<file path="src/rtl/text_byte_and_field_cutter_unit_assert.svh">
// assertion macros shared by the cutter controller and datapath
// expects signals named clk and rst in the including module
`ifndef TEXT_BYTE_AND_FIELD_CUTTER_UNIT_ASSERT_SVH
`define TEXT_BYTE_AND_FIELD_CUTTER_UNIT_ASSERT_SVH

// condition holds at every edge out of reset
`define TBFC_ASSERT_NOW(label, cond, msg) \
  label: assert property (@(posedge clk) disable iff (rst) (cond)) else $error(msg);

// consequent holds in the same cycle as the antecedent
`define TBFC_ASSERT_IMP(label, ante, cons, msg) \
  label: assert property (@(posedge clk) disable iff (rst) (ante) |-> (cons)) else $error(msg);

// consequent holds in the cycle after the antecedent
`define TBFC_ASSERT_NXT(label, ante, cons, msg) \
  label: assert property (@(posedge clk) disable iff (rst) (ante) |=> (cons)) else $error(msg);

`endif

</file>
<file path="src/rtl/tbfc_pkg.sv">
// shared types and constants of the text byte and field cutter
// no dependencies
`default_nettype none

package tbfc_pkg;

  localparam int unsigned CFG_DATA_W  = 64;
  localparam int unsigned CFG_INDEX_W = 2;
  localparam int unsigned IN_DATA_W   = 32;
  localparam int unsigned OUT_DATA_W  = 8;
  localparam int unsigned POS_W       = 13;
  localparam int unsigned SLOT_W      = 6;
  localparam int unsigned FIELD_NUM_W = 7;

  // register indexes on the configuration port
  localparam logic [CFG_INDEX_W-1:0] CFG_SELECT_MODE    = 2'd0;
  localparam logic [CFG_INDEX_W-1:0] CFG_DELIMITER      = 2'd1;
  localparam logic [CFG_INDEX_W-1:0] CFG_FIELD_MASK     = 2'd2;
  localparam logic [CFG_INDEX_W-1:0] CFG_POSITION_COUNT = 2'd3;

  // input word kinds carried in tuser
  localparam logic ACT_LOAD = 1'b0;
  localparam logic ACT_TEXT = 1'b1;

  // select_mode values
  localparam logic MODE_BYTES  = 1'b0;
  localparam logic MODE_FIELDS = 1'b1;

  localparam logic [7:0] NEWLINE_BYTE = 8'd10;
  localparam logic [7:0] SPACE_BYTE   = 8'd32;

  // controller to datapath
  typedef struct packed {
    logic accept;     // input word taken this cycle
    logic idx_clear;  // restart the position list walk
    logic pos_rd;     // read position list at walk index
    logic idx_inc;    // step walk index
    logic byte_rd;    // read line store at registered position
    logic emit_byte;  // load line store byte into output register
    logic emit_nl;    // load closing newline, clear line length
  } cmd_t;

  // datapath to controller
  typedef struct packed {
    logic out_busy;    // output register holds a word not taken this cycle
    logic in_newline;  // word at input is a text newline
    logic byte_mode;   // select_mode is byte positions
    logic need_space;  // newline must be preceded by a space
    logic walk_done;   // walk index reached position count
    logic pos_ok;      // registered position lies inside the line
  } stat_t;

endpackage

`default_nettype wire

</file>
<file path="src/rtl/tbfc_ctrl.sv">
// controller of the cutter: input acceptance and the byte mode list walk
// uses tbfc_pkg and the assert header
`default_nettype none
`include "text_byte_and_field_cutter_unit_assert.svh"

module tbfc_ctrl (
  input  wire              clk,
  input  wire              rst,
  input  wire              s_axis_tvalid,
  output logic             s_axis_tready,
  input  tbfc_pkg::stat_t  stat,
  output tbfc_pkg::cmd_t   cmd
);
  import tbfc_pkg::*;

  localparam logic [2:0] S_IDLE  = 3'd0;
  localparam logic [2:0] S_POS   = 3'd1;
  localparam logic [2:0] S_CHECK = 3'd2;
  localparam logic [2:0] S_BYTE  = 3'd3;
  localparam logic [2:0] S_NL    = 3'd4;

  logic [2:0] state;
  logic [2:0] state_next;

  assign s_axis_tready = (state == S_IDLE) && !stat.out_busy;

  always_comb begin
    state_next = state;
    cmd        = '0;
    unique case (state)
      S_IDLE: begin
        if (s_axis_tvalid && s_axis_tready) begin
          cmd.accept = 1'b1;
          if (stat.in_newline) begin
            if (stat.byte_mode) begin
              cmd.idx_clear = 1'b1;
              state_next    = S_POS;
            end else if (stat.need_space) begin
              state_next = S_NL;
            end
          end
        end
      end
      S_POS: begin
        if (stat.walk_done) begin
          state_next = S_NL;
        end else begin
          cmd.pos_rd = 1'b1;
          state_next = S_CHECK;
        end
      end
      S_CHECK: begin
        if (stat.pos_ok) begin
          cmd.byte_rd = 1'b1;
          state_next  = S_BYTE;
        end else begin
          cmd.idx_inc = 1'b1;
          state_next  = S_POS;
        end
      end
      S_BYTE: begin
        if (!stat.out_busy) begin
          cmd.emit_byte = 1'b1;
          cmd.idx_inc   = 1'b1;
          state_next    = S_POS;
        end
      end
      S_NL: begin
        if (!stat.out_busy) begin
          cmd.emit_nl = 1'b1;
          state_next  = S_IDLE;
        end
      end
      default: begin
        state_next = S_IDLE;
      end
    endcase
  end

  always_ff @(posedge clk) begin
    if (rst) begin
      state <= S_IDLE;
    end else begin
      state <= state_next;
    end
  end

  `TBFC_ASSERT_IMP(a_emit_when_free, cmd.emit_byte || cmd.emit_nl, !stat.out_busy, "output overwritten")
  `TBFC_ASSERT_IMP(a_byte_after_check, state == S_BYTE, ($past(state) == S_CHECK) || ($past(state) == S_BYTE), "byte state entered without a position check")
  `TBFC_ASSERT_NXT(a_walk_starts, cmd.accept && stat.in_newline && stat.byte_mode, state == S_POS, "byte mode newline did not start the walk")

endmodule

`default_nettype wire

</file>
<file path="config.mk">
export PLATFORM = sky130hd
export DESIGN_NAME = tbfc_ctrl
export DESIGN_NICKNAME = d
export VERILOG_FILES = /design/src/rtl/tbfc_pkg.sv /design/src/rtl/tbfc_ctrl.sv
export VERILOG_INCLUDE_DIRS = /design/src /design/src/rtl
export SDC_FILE = /design/constraint.sdc
export NUM_CORES = 1
export LEC_CHECK = 0
export ABC_AREA = 1
export ABC_CLOCK_PERIOD_IN_PS = 1100
export BUFFER_PORTS_ARGS = -buffer_cell sky130_fd_sc_hd__buf_2
export CAP_MARGIN = 5
export CORE_AREA = 3 3 40 42
export CTS_BUF_LIST = sky130_fd_sc_hd__clkbuf_8
export CTS_CLUSTER_SIZE = 30
export DETAILED_ROUTE_END_ITERATION = 10
export DIE_AREA = 0 0 43 45
export SKIP_CTS_REPAIR_TIMING = 1
export SLEW_MARGIN = 10
export SYNTH_ARGS = -nofsm -noshare
export SYNTH_HDL_FRONTEND = slang
export SYNTH_SLANG_ARGS = --single-unit
export TNS_END_PERCENT = 30
</file>
<file path="constraint.sdc">
create_clock -name clk -period 1.1 [get_ports clk]
set_input_delay 0.055 -clock clk [delete_from_list [all_inputs] [get_ports clk]]
set_output_delay 0.055 -clock clk [all_outputs]
set_load 0.1 [all_outputs]
</file>
==> impl_results.rst, run 1 <==
.. list-table::
   :header-rows: 1

   * - Metric
     - Value
   * - Final cell area excluding filler cells
     - 645.6 um^2
   * - Startpoint type of the worst setup path
     - register
   * - Leakage
     - 0.3264 nW
   * - RSZ-0062 raised after global routing
     - yes
   * - Clock insertion delay at the later pin of the skew report
     - 0.21 ns
   * - Layout cells sized above 1
     - 60.81%
   * - Number of synthesized register bits
     - 3
   * - Instance count after placement with tap cells included
     - 82
   * - CP max FO
     - 2
   * - Crit Reg-Reg Startpoint
     - state[1]
   * - Crit path buffers/inverters
     - 1
   * - Startpoint of the worst hold path
     - rst
   * - Antenna violation net count after detailed routing
     - 0
   * - Worst slew margin
     - 79.21%
   * - Number of input and output port buffers inserted
     - 16
   * - Register containing the most flip-flops in the final layout
     - state
   * - Nets@finish
     - 84
   * - Instance count of the mapped netlist
     - 46
   * - Slowest CP cell
     - dfxtp_2
   * - Placer congestion estimate
     - 0.7744
   * - Clock transition at the register clock pins on the worst setup and hold paths after CTS
     - 0.03 ns
   * - Antenna violations before repair
     - 0
   * - Slack of the worst reg-to-reg path
     - -0.13 ns
   * - Depth of the worst register-to-register path
     - 7
   * - Final period util
     - 121.7%
   * - Fin worst setup slack
     - -0.2386 ns
   * - Maximum clock insertion buffer count
     - 2
   * - Number of vias in the routed layout
     - 392
   * - Critical path endpoint category
     - output pin
   * - Reg-to-reg endpoint
     - state[0]
   * - Hold worst-path end
     - state[0]
   * - Leading registers by flop count
     - state: 3 flops
   * - Die span in x
     - 43 um
   * - Class of the tightest hold or removal check
     - input pin to register
   * - Number of global-route vias before repair
     - 362
   * - Sum of overflow across all layers after global routing
     - 0
   * - Tot Pwr
     - 0.6755 mW
   * - Cell type with the highest occurrence count on the critical path
     - nor2_4
   * - Max stage delay on crit path
     - 0.32 ns
   * - Net count of the mapped netlist
     - 55
   * - Die Outline Area
     - 0.001935 mm^2
   * - Minimum period implied by the final worst setup slack
     - 1.339 ns
   * - Launching instance or port of the critical path
     - state[1]
   * - Required time of the worst setup path
     - 1.04 ns
   * - Total routing usage reported by global routing
     - 10.07%
   * - Proportion of synthesized chip area in sequential cells
     - 21.62%
   * - ANT cells
     - 0
   * - Placement-stage cell area
     - 564.3 um^2
   * - Number of inserted filler cells in the final layout
     - 127
   * - Pin count of the biggest net entering global routing
     - 9
   * - TritonCTS Sinks
     - 3
   * - Peak VDD IR
     - 0.8966 mV
   * - DRC Markers
     - 0
   * - Cells traversed along the worst timing path
     - nor2_4 -> nand2_4 -> nor2_4 -> nand2_2 -> nor3_4 -> buf_12
   * - Family of cells with the greatest summed delay on the critical path
     - simple AND/OR/NAND/NOR gates
   * - Data arrival time of the critical path
     - 1.28 ns
   * - Netlist area before placement
     - 277.8 um^2
   * - Wire length per cell
     - 10.96 um
   * - Finish-stage setup viols
     - 11
   * - Root Buffer Master
     - clkbuf_8
   * - CTS tree
     - yes
   * - Number of library cell types mapped by synthesis
     - 16
   * - Number of violations of the max-capacitance limit
     - 0
   * - Final Hold Viols
     - 0
   * - Syn Area/Cell
     - 6.038 um^2
   * - Number of cells on the worst hold path
     - 2
   * - Area of the core
     - 0.001285 mm^2
   * - Clock skew after layout
     - 0.0006838 ns
   * - Inserted Clock Buffers
     - 3
   * - DRT Pass-1 Iters
     - 4
   * - Final WL
     - 975 um
   * - Initial Utilization
     - 21.62%
   * - Vias/cell
     - 4.404
   * - Max Freq
     - 747.1 MHz
   * - Count of non-filler cells in the finished layout
     - 89
   * - # H-tree levels
     - 1
   * - Cell Rows
     - 13
   * - First-pass GRT wire length
     - 1435 um
   * - Max FFs per register
     - 3
   * - Io pins
     - 17
   * - Count of warnings emitted by yosys
     - 0
   * - Number of max-slew violations in the final report
     - 0
   * - Height of the die
     - 45 um
   * - Post-detailed-placement half-perimeter wirelength
     - 780 um
   * - Result of the run
     - finished with violations
   * - CP Class
     - register to output pin
   * - Syn-to-layout area delta
     - 132.4%
   * - Worst slew pin tran
     - 0.3091 ns
   * - Violations in the final reports
     - negative setup slack
   * - Iter 0 DRT Violations
     - 9
   * - Power density relative to cell area
     - 1046 mW/mm^2
## layout by cell type, fill, tap and decap left out
cell type and n:
dfxtp_1 1, nor2_1 2, nand4_1 2, o22ai_2 1, dfxtp_2 2, clkbuf_8 3, o31ai_1 2, nor2_2 3
buf_4 9, nand2_2 2, nand2_1 3, a21oi_1 2, buf_2 8, o22ai_1 1, o21ai_1 1, nand2_4 1
nor2_4 3, nor3_4 1, inv_1 10, a21oi_2 1, inv_2 3, nand3_1 5, buf_12 8
## kinds of logic (layout without fill, tap and decap cells)
logic type	after synthesis	in the layout	share of synthesized area, %
AND/OR/NAND/NOR	22	22	39.64
AO/OA/AOI/OAI	8	8	18.47
flip-flops	3	3	21.62
buffers and inverters	13	41	20.27
## routing by layer
metal | up-vias | global-route usage [%] | routed length (um)
met1 | 183 | 10.34 | 380
met4 | 0 | 7.229 | 0
met2 | 6 | 18.86 | 560
met5 | - | 0 | 0
li1 | 203 | - | -
met3 | 0 | 1.195 | 34
## cells in the mapped netlist
library cell / n / area share, %
a21oi_1: 2 / 3.6
a21oi_2: 1 / 3.2
buf_6: 1 / 4.1
dfxtp_1: 3 / 22
inv_1: 9 / 12
inv_2: 3 / 4.1
nand2_1: 5 / 6.8
nand2_2: 1 / 2.3
nand3_1: 5 / 9.0
nand4_1: 2 / 4.5
nor2_1: 5 / 6.8
nor2_2: 3 / 6.8
nor3_2: 1 / 3.6
o21ai_1: 1 / 1.8
o22ai_1: 2 / 4.5
o31ai_1: 2 / 5.4
## worst max path at each step
stage / end / slack [ns] / depth (start not counted)
2_1_floorplan: cmd[5] / -1.02 / 5
3_3_place_gp: cmd[5] / -0.11 / 6
3_5_place_dp: cmd[5] / -0.19 / 6
4_1_cts: cmd[5] / -0.42 / 6
5_1_grt: cmd[5] / -0.30 / 6
6_report: cmd[5] / -0.24 / 6
## stage by stage
stage | hold WS [ns] | setup WS, ns | util [%] | setup TNS [ns]
floorplan | 0.1167 | -1.015 | - | -5.871
global placement | 0.2514 | -0.1096 | 43.91 | -0.1757
detailed placement | 0.2677 | -0.1879 | 43.91 | -0.3892
CTS | 0.04304 | -0.4172 | 47.42 | -1.974
global route | 0.06349 | -0.3026 | 50.24 | -2.268
finish | 0.04479 | -0.2386 | 50.24 | -1.695
## layout make-up
class / count / area (um^2) / area share, %
Timing Repair Buffer: 25 / 267.8 / 41.47
Tap cell: 15 / 18.77 / 2.907
Clock inverter: 1 / 3.754 / 0.5814
Sequential cell: 3 / 62.56 / 9.690
Inverter: 12 / 45.04 / 6.977
Clock buffer: 3 / 41.29 / 6.395
Multi-Input combinational cell: 30 / 206.4 / 31.98
## power by group
part           switching [mW]  internal [mW]
clock                  0.0707          0.237
sequential            0.00388          0.114
combinational           0.153         0.0968
total                   0.227          0.448
Power figures use the tool's default switching activity.
==> run 2, diff against run 1 <==
- SETUP_SLACK_MARGIN: default -> 0.15
==> run 2 against run 1 <==
Net effect:
- the run still ends with negative setup slack left
- hold slack got worse by 0.020 ns
- non-clock buffer count shrank 1
- clock-buffer cell count is the same
- fmax shrank 1.2%
- utilization grew 2.6 points
- first-iteration DRC count shrank 33%
- critical path depth did not move
- final area grew 5.2%
- critical endpoint unchanged
- largest cell class unchanged
==> impl_results.rst, run 2 (same netlist as run 1, synthesis figures left out) <==
.. list-table::
   :header-rows: 1

   * - Metric
     - Value
   * - Result of the run
     - finished with violations (unchanged)
   * - Violations in the final reports
     - negative setup slack (unchanged)
   * - Number of max-slew violations in the final report
     - 0 (unchanged)
   * - Antenna violations before repair
     - 0 (unchanged)
   * - Inserted Clock Buffers
     - 3 (unchanged)
   * - Setup slack after placement
     - -0.1136 ns (was -0.1879 ns)
   * - Max Freq
     - 737.9 MHz (was 747.1 MHz)
   * - CP Class
     - register to output pin (unchanged)
   * - Area occupied by registers
     - 68.82 um^2 (was 62.56 um^2)
   * - Io pins
     - 17 (unchanged)
   * - Final period util
     - 123.2% (was 121.7%)
   * - Depth of the worst register-to-register path
     - 7 (unchanged)
   * - Number of vias in the routed layout
     - 393 (was 392)
   * - Worst slew margin
     - 80.48% (was 79.21%)
   * - Leading registers by flop count
     - state: 3 flops (unchanged)
   * - Clock insertion delay at the later pin of the skew report
     - 0.22 ns (was 0.21 ns)
   * - Register containing the most flip-flops in the final layout
     - state (unchanged)
   * - Peak VDD IR
     - 0.5247 mV (was 0.8966 mV)
   * - # H-tree levels
     - 1 (unchanged)
   * - Commonest non-fill, non-tap cells in the layout
     - inv_1, buf_2, buf_12 (was inv_1, buf_4, buf_2, buf_12, nand3_1)
   * - Pin count of the biggest net entering global routing
     - 9 (unchanged)
   * - Leading cell type in the layout, fill and taps excluded
     - inv_1 (unchanged)
   * - Power density relative to cell area
     - 985.8 mW/mm^2 (was 1046 mW/mm^2)
   * - Maximum clock insertion buffer count
     - 2 (unchanged)
   * - Placement-stage cell area
     - 583.1 um^2 (was 564.3 um^2)
   * - Wire length per cell
     - 10.33 um (was 10.96 um)
   * - Root Buffer Master
     - clkbuf_8 (unchanged)
   * - DRT Pass-1 Iters
     - 4 (unchanged)
   * - Cell Rows
     - 13 (unchanged)
   * - Number of global-route vias before repair
     - 365 (was 362)
   * - DRC Markers
     - 0 (unchanged)
   * - Area taken by multi-input logic gates
     - 237.7 um^2 (was 206.4 um^2)
   * - Finish-stage setup viols
     - 11 (unchanged)
   * - Post-detailed-placement half-perimeter wirelength
     - 716.3 um (was 780 um)
   * - TritonCTS Sinks
     - 3 (unchanged)
   * - Number of violations of the max-capacitance limit
     - 0 (unchanged)
   * - Area of the core
     - 0.001285 mm^2 (unchanged)
   * - Max FFs per register
     - 3 (unchanged)
   * - Minimum period implied by the final worst setup slack
     - 1.355 ns (was 1.339 ns)
   * - Height of the die
     - 45 um (unchanged)
   * - Tot Pwr
     - 0.6698 mW (was 0.6755 mW)
   * - Number of cells on the worst hold path
     - 2 (unchanged)
   * - Die Outline Area
     - 0.001935 mm^2 (unchanged)
   * - Leakage
     - 0.3203 nW (was 0.3264 nW)
   * - Sum of overflow across all layers after global routing
     - 0 (unchanged)
   * - Clock transition at the register clock pins on the worst setup and hold paths after CTS
     - 0.03 ns (about the same)
   * - Syn-to-layout area delta
     - 144.6% (was 132.4%)
   * - Final Hold Slack
     - 0.02441 ns (was 0.04479 ns)
   * - Initial Utilization
     - 21.62% (unchanged)
   * - Vias/cell
     - 4.466 (was 4.404)
   * - Iter 0 DRT Violations
     - 6 (was 9)
   * - Count of non-filler cells in the finished layout
     - 88 (was 89)
   * - Placer congestion estimate
     - 0.8127 (was 0.7744)
   * - RSZ-0062 raised after global routing
     - yes (unchanged)
   * - Instance count after placement with tap cells included
     - 83 (was 82)
   * - Nets@finish
     - 83 (was 84)
   * - Number of inserted filler cells in the final layout
     - 127 (unchanged)
   * - Number of input and output port buffers inserted
     - 16 (unchanged)
   * - CTS tree
     - yes (unchanged)
   * - Startpoint type of the worst setup path
     - register (unchanged)
   * - Clock skew after layout
     - 0.002820 ns (was 0.0006838 ns)
   * - Data arrival time of the critical path
     - 1.30 ns (was 1.28 ns)
   * - Worst slew pin tran
     - 0.2903 ns (was 0.3091 ns)
   * - Critical path endpoint category
     - output pin (unchanged)
   * - CP max FO
     - 3 (was 2)
   * - Final WL
     - 909 um (was 975 um)
   * - Final cell area excluding filler cells
     - 679.4 um^2 (was 645.6 um^2)
   * - ANT cells
     - 0 (unchanged)
   * - Die span in x
     - 43 um (unchanged)
   * - First-pass GRT wire length
     - 1524 um (was 1435 um)
   * - Final Hold Viols
     - 0 (unchanged)
   * - Required time of the worst setup path
     - 1.04 ns (about the same)
   * - Antenna violation net count after detailed routing
     - 0 (unchanged)
   * - Class of the tightest hold or removal check
     - input pin to register (unchanged)
   * - Fin worst setup slack
     - -0.2551 ns (was -0.2386 ns)
   * - Total routing usage reported by global routing
     - 11.64% (was 10.07%)
   * - Layout cells sized above 1
     - 65.75% (was 60.81%)
==> run 2: cell count changes in the layout (fill, tap and decap cells not counted), sizes merged <==
cell	delta
buf	-1
==> run 2: layer usage <==
layer | vias to the layer above | GRT usage (%) | share of wire [%]
met3 | 4 | 4.382 | 6.1
li1 | 200 | - | -
met4 | 0 | 14.46 | 4.7
met2 | 15 | 15.87 | 52
met5 | - | 0 | 0
met1 | 174 | 12.47 | 37
==> run 2: area by class of cell <==
| type | instances | area share [%] |
|---|---|---|
| clock buffers | 3 | 6.077 |
| multi-input cells | 30 | 34.99 |
| inverters | 12 | 6.630 |
| repair buffers | 24 | 38.86 |
| well taps | 15 | 2.762 |
| clock inverters | 1 | 0.5525 |
| flip-flops and latches | 3 | 10.13 |
==> run 2: path summary, 6_finish.rpt <==
path	startpoint	slack (ns)	endpoint
max	state[1]	-0.26	cmd[5]
min	rst	0.02	state[0]
max reg2reg	state[0]	-0.03	state[1]
min reg2reg	state[0]	0.57	state[2]
==> run 2: per-stage QoR <==
step                      TNS [ns]  util [%]
final                       -1.402     52.87
after global routing        -2.172     52.87
after CTS                   -1.896     48.88
after detailed placement   -0.3115     45.37
after global placement     -0.2187     45.37
after floorplan             -5.603         -
==> run 2: worst max-delay path, cell delays in order, from the launching register on <==
cell,delay (ns)
dfxtp_4,0.35
nor2_4,0.14
nand2_4,0.07
nor2_4,0.09
nand2_2,0.07
nor3_4,0.16
buf_12,0.20
==> run 2: report_power, final <==
group | internal [mW] | switching [mW] | leakage, nW | total [mW]
clock network | 0.237 | 0.0721 | 0.0269 | 0.310
logic | 0.0939 | 0.152 | 0.267 | 0.245
registers | 0.111 | 0.00404 | 0.0263 | 0.115
total | 0.442 | 0.228 | 0.320 | 0.670
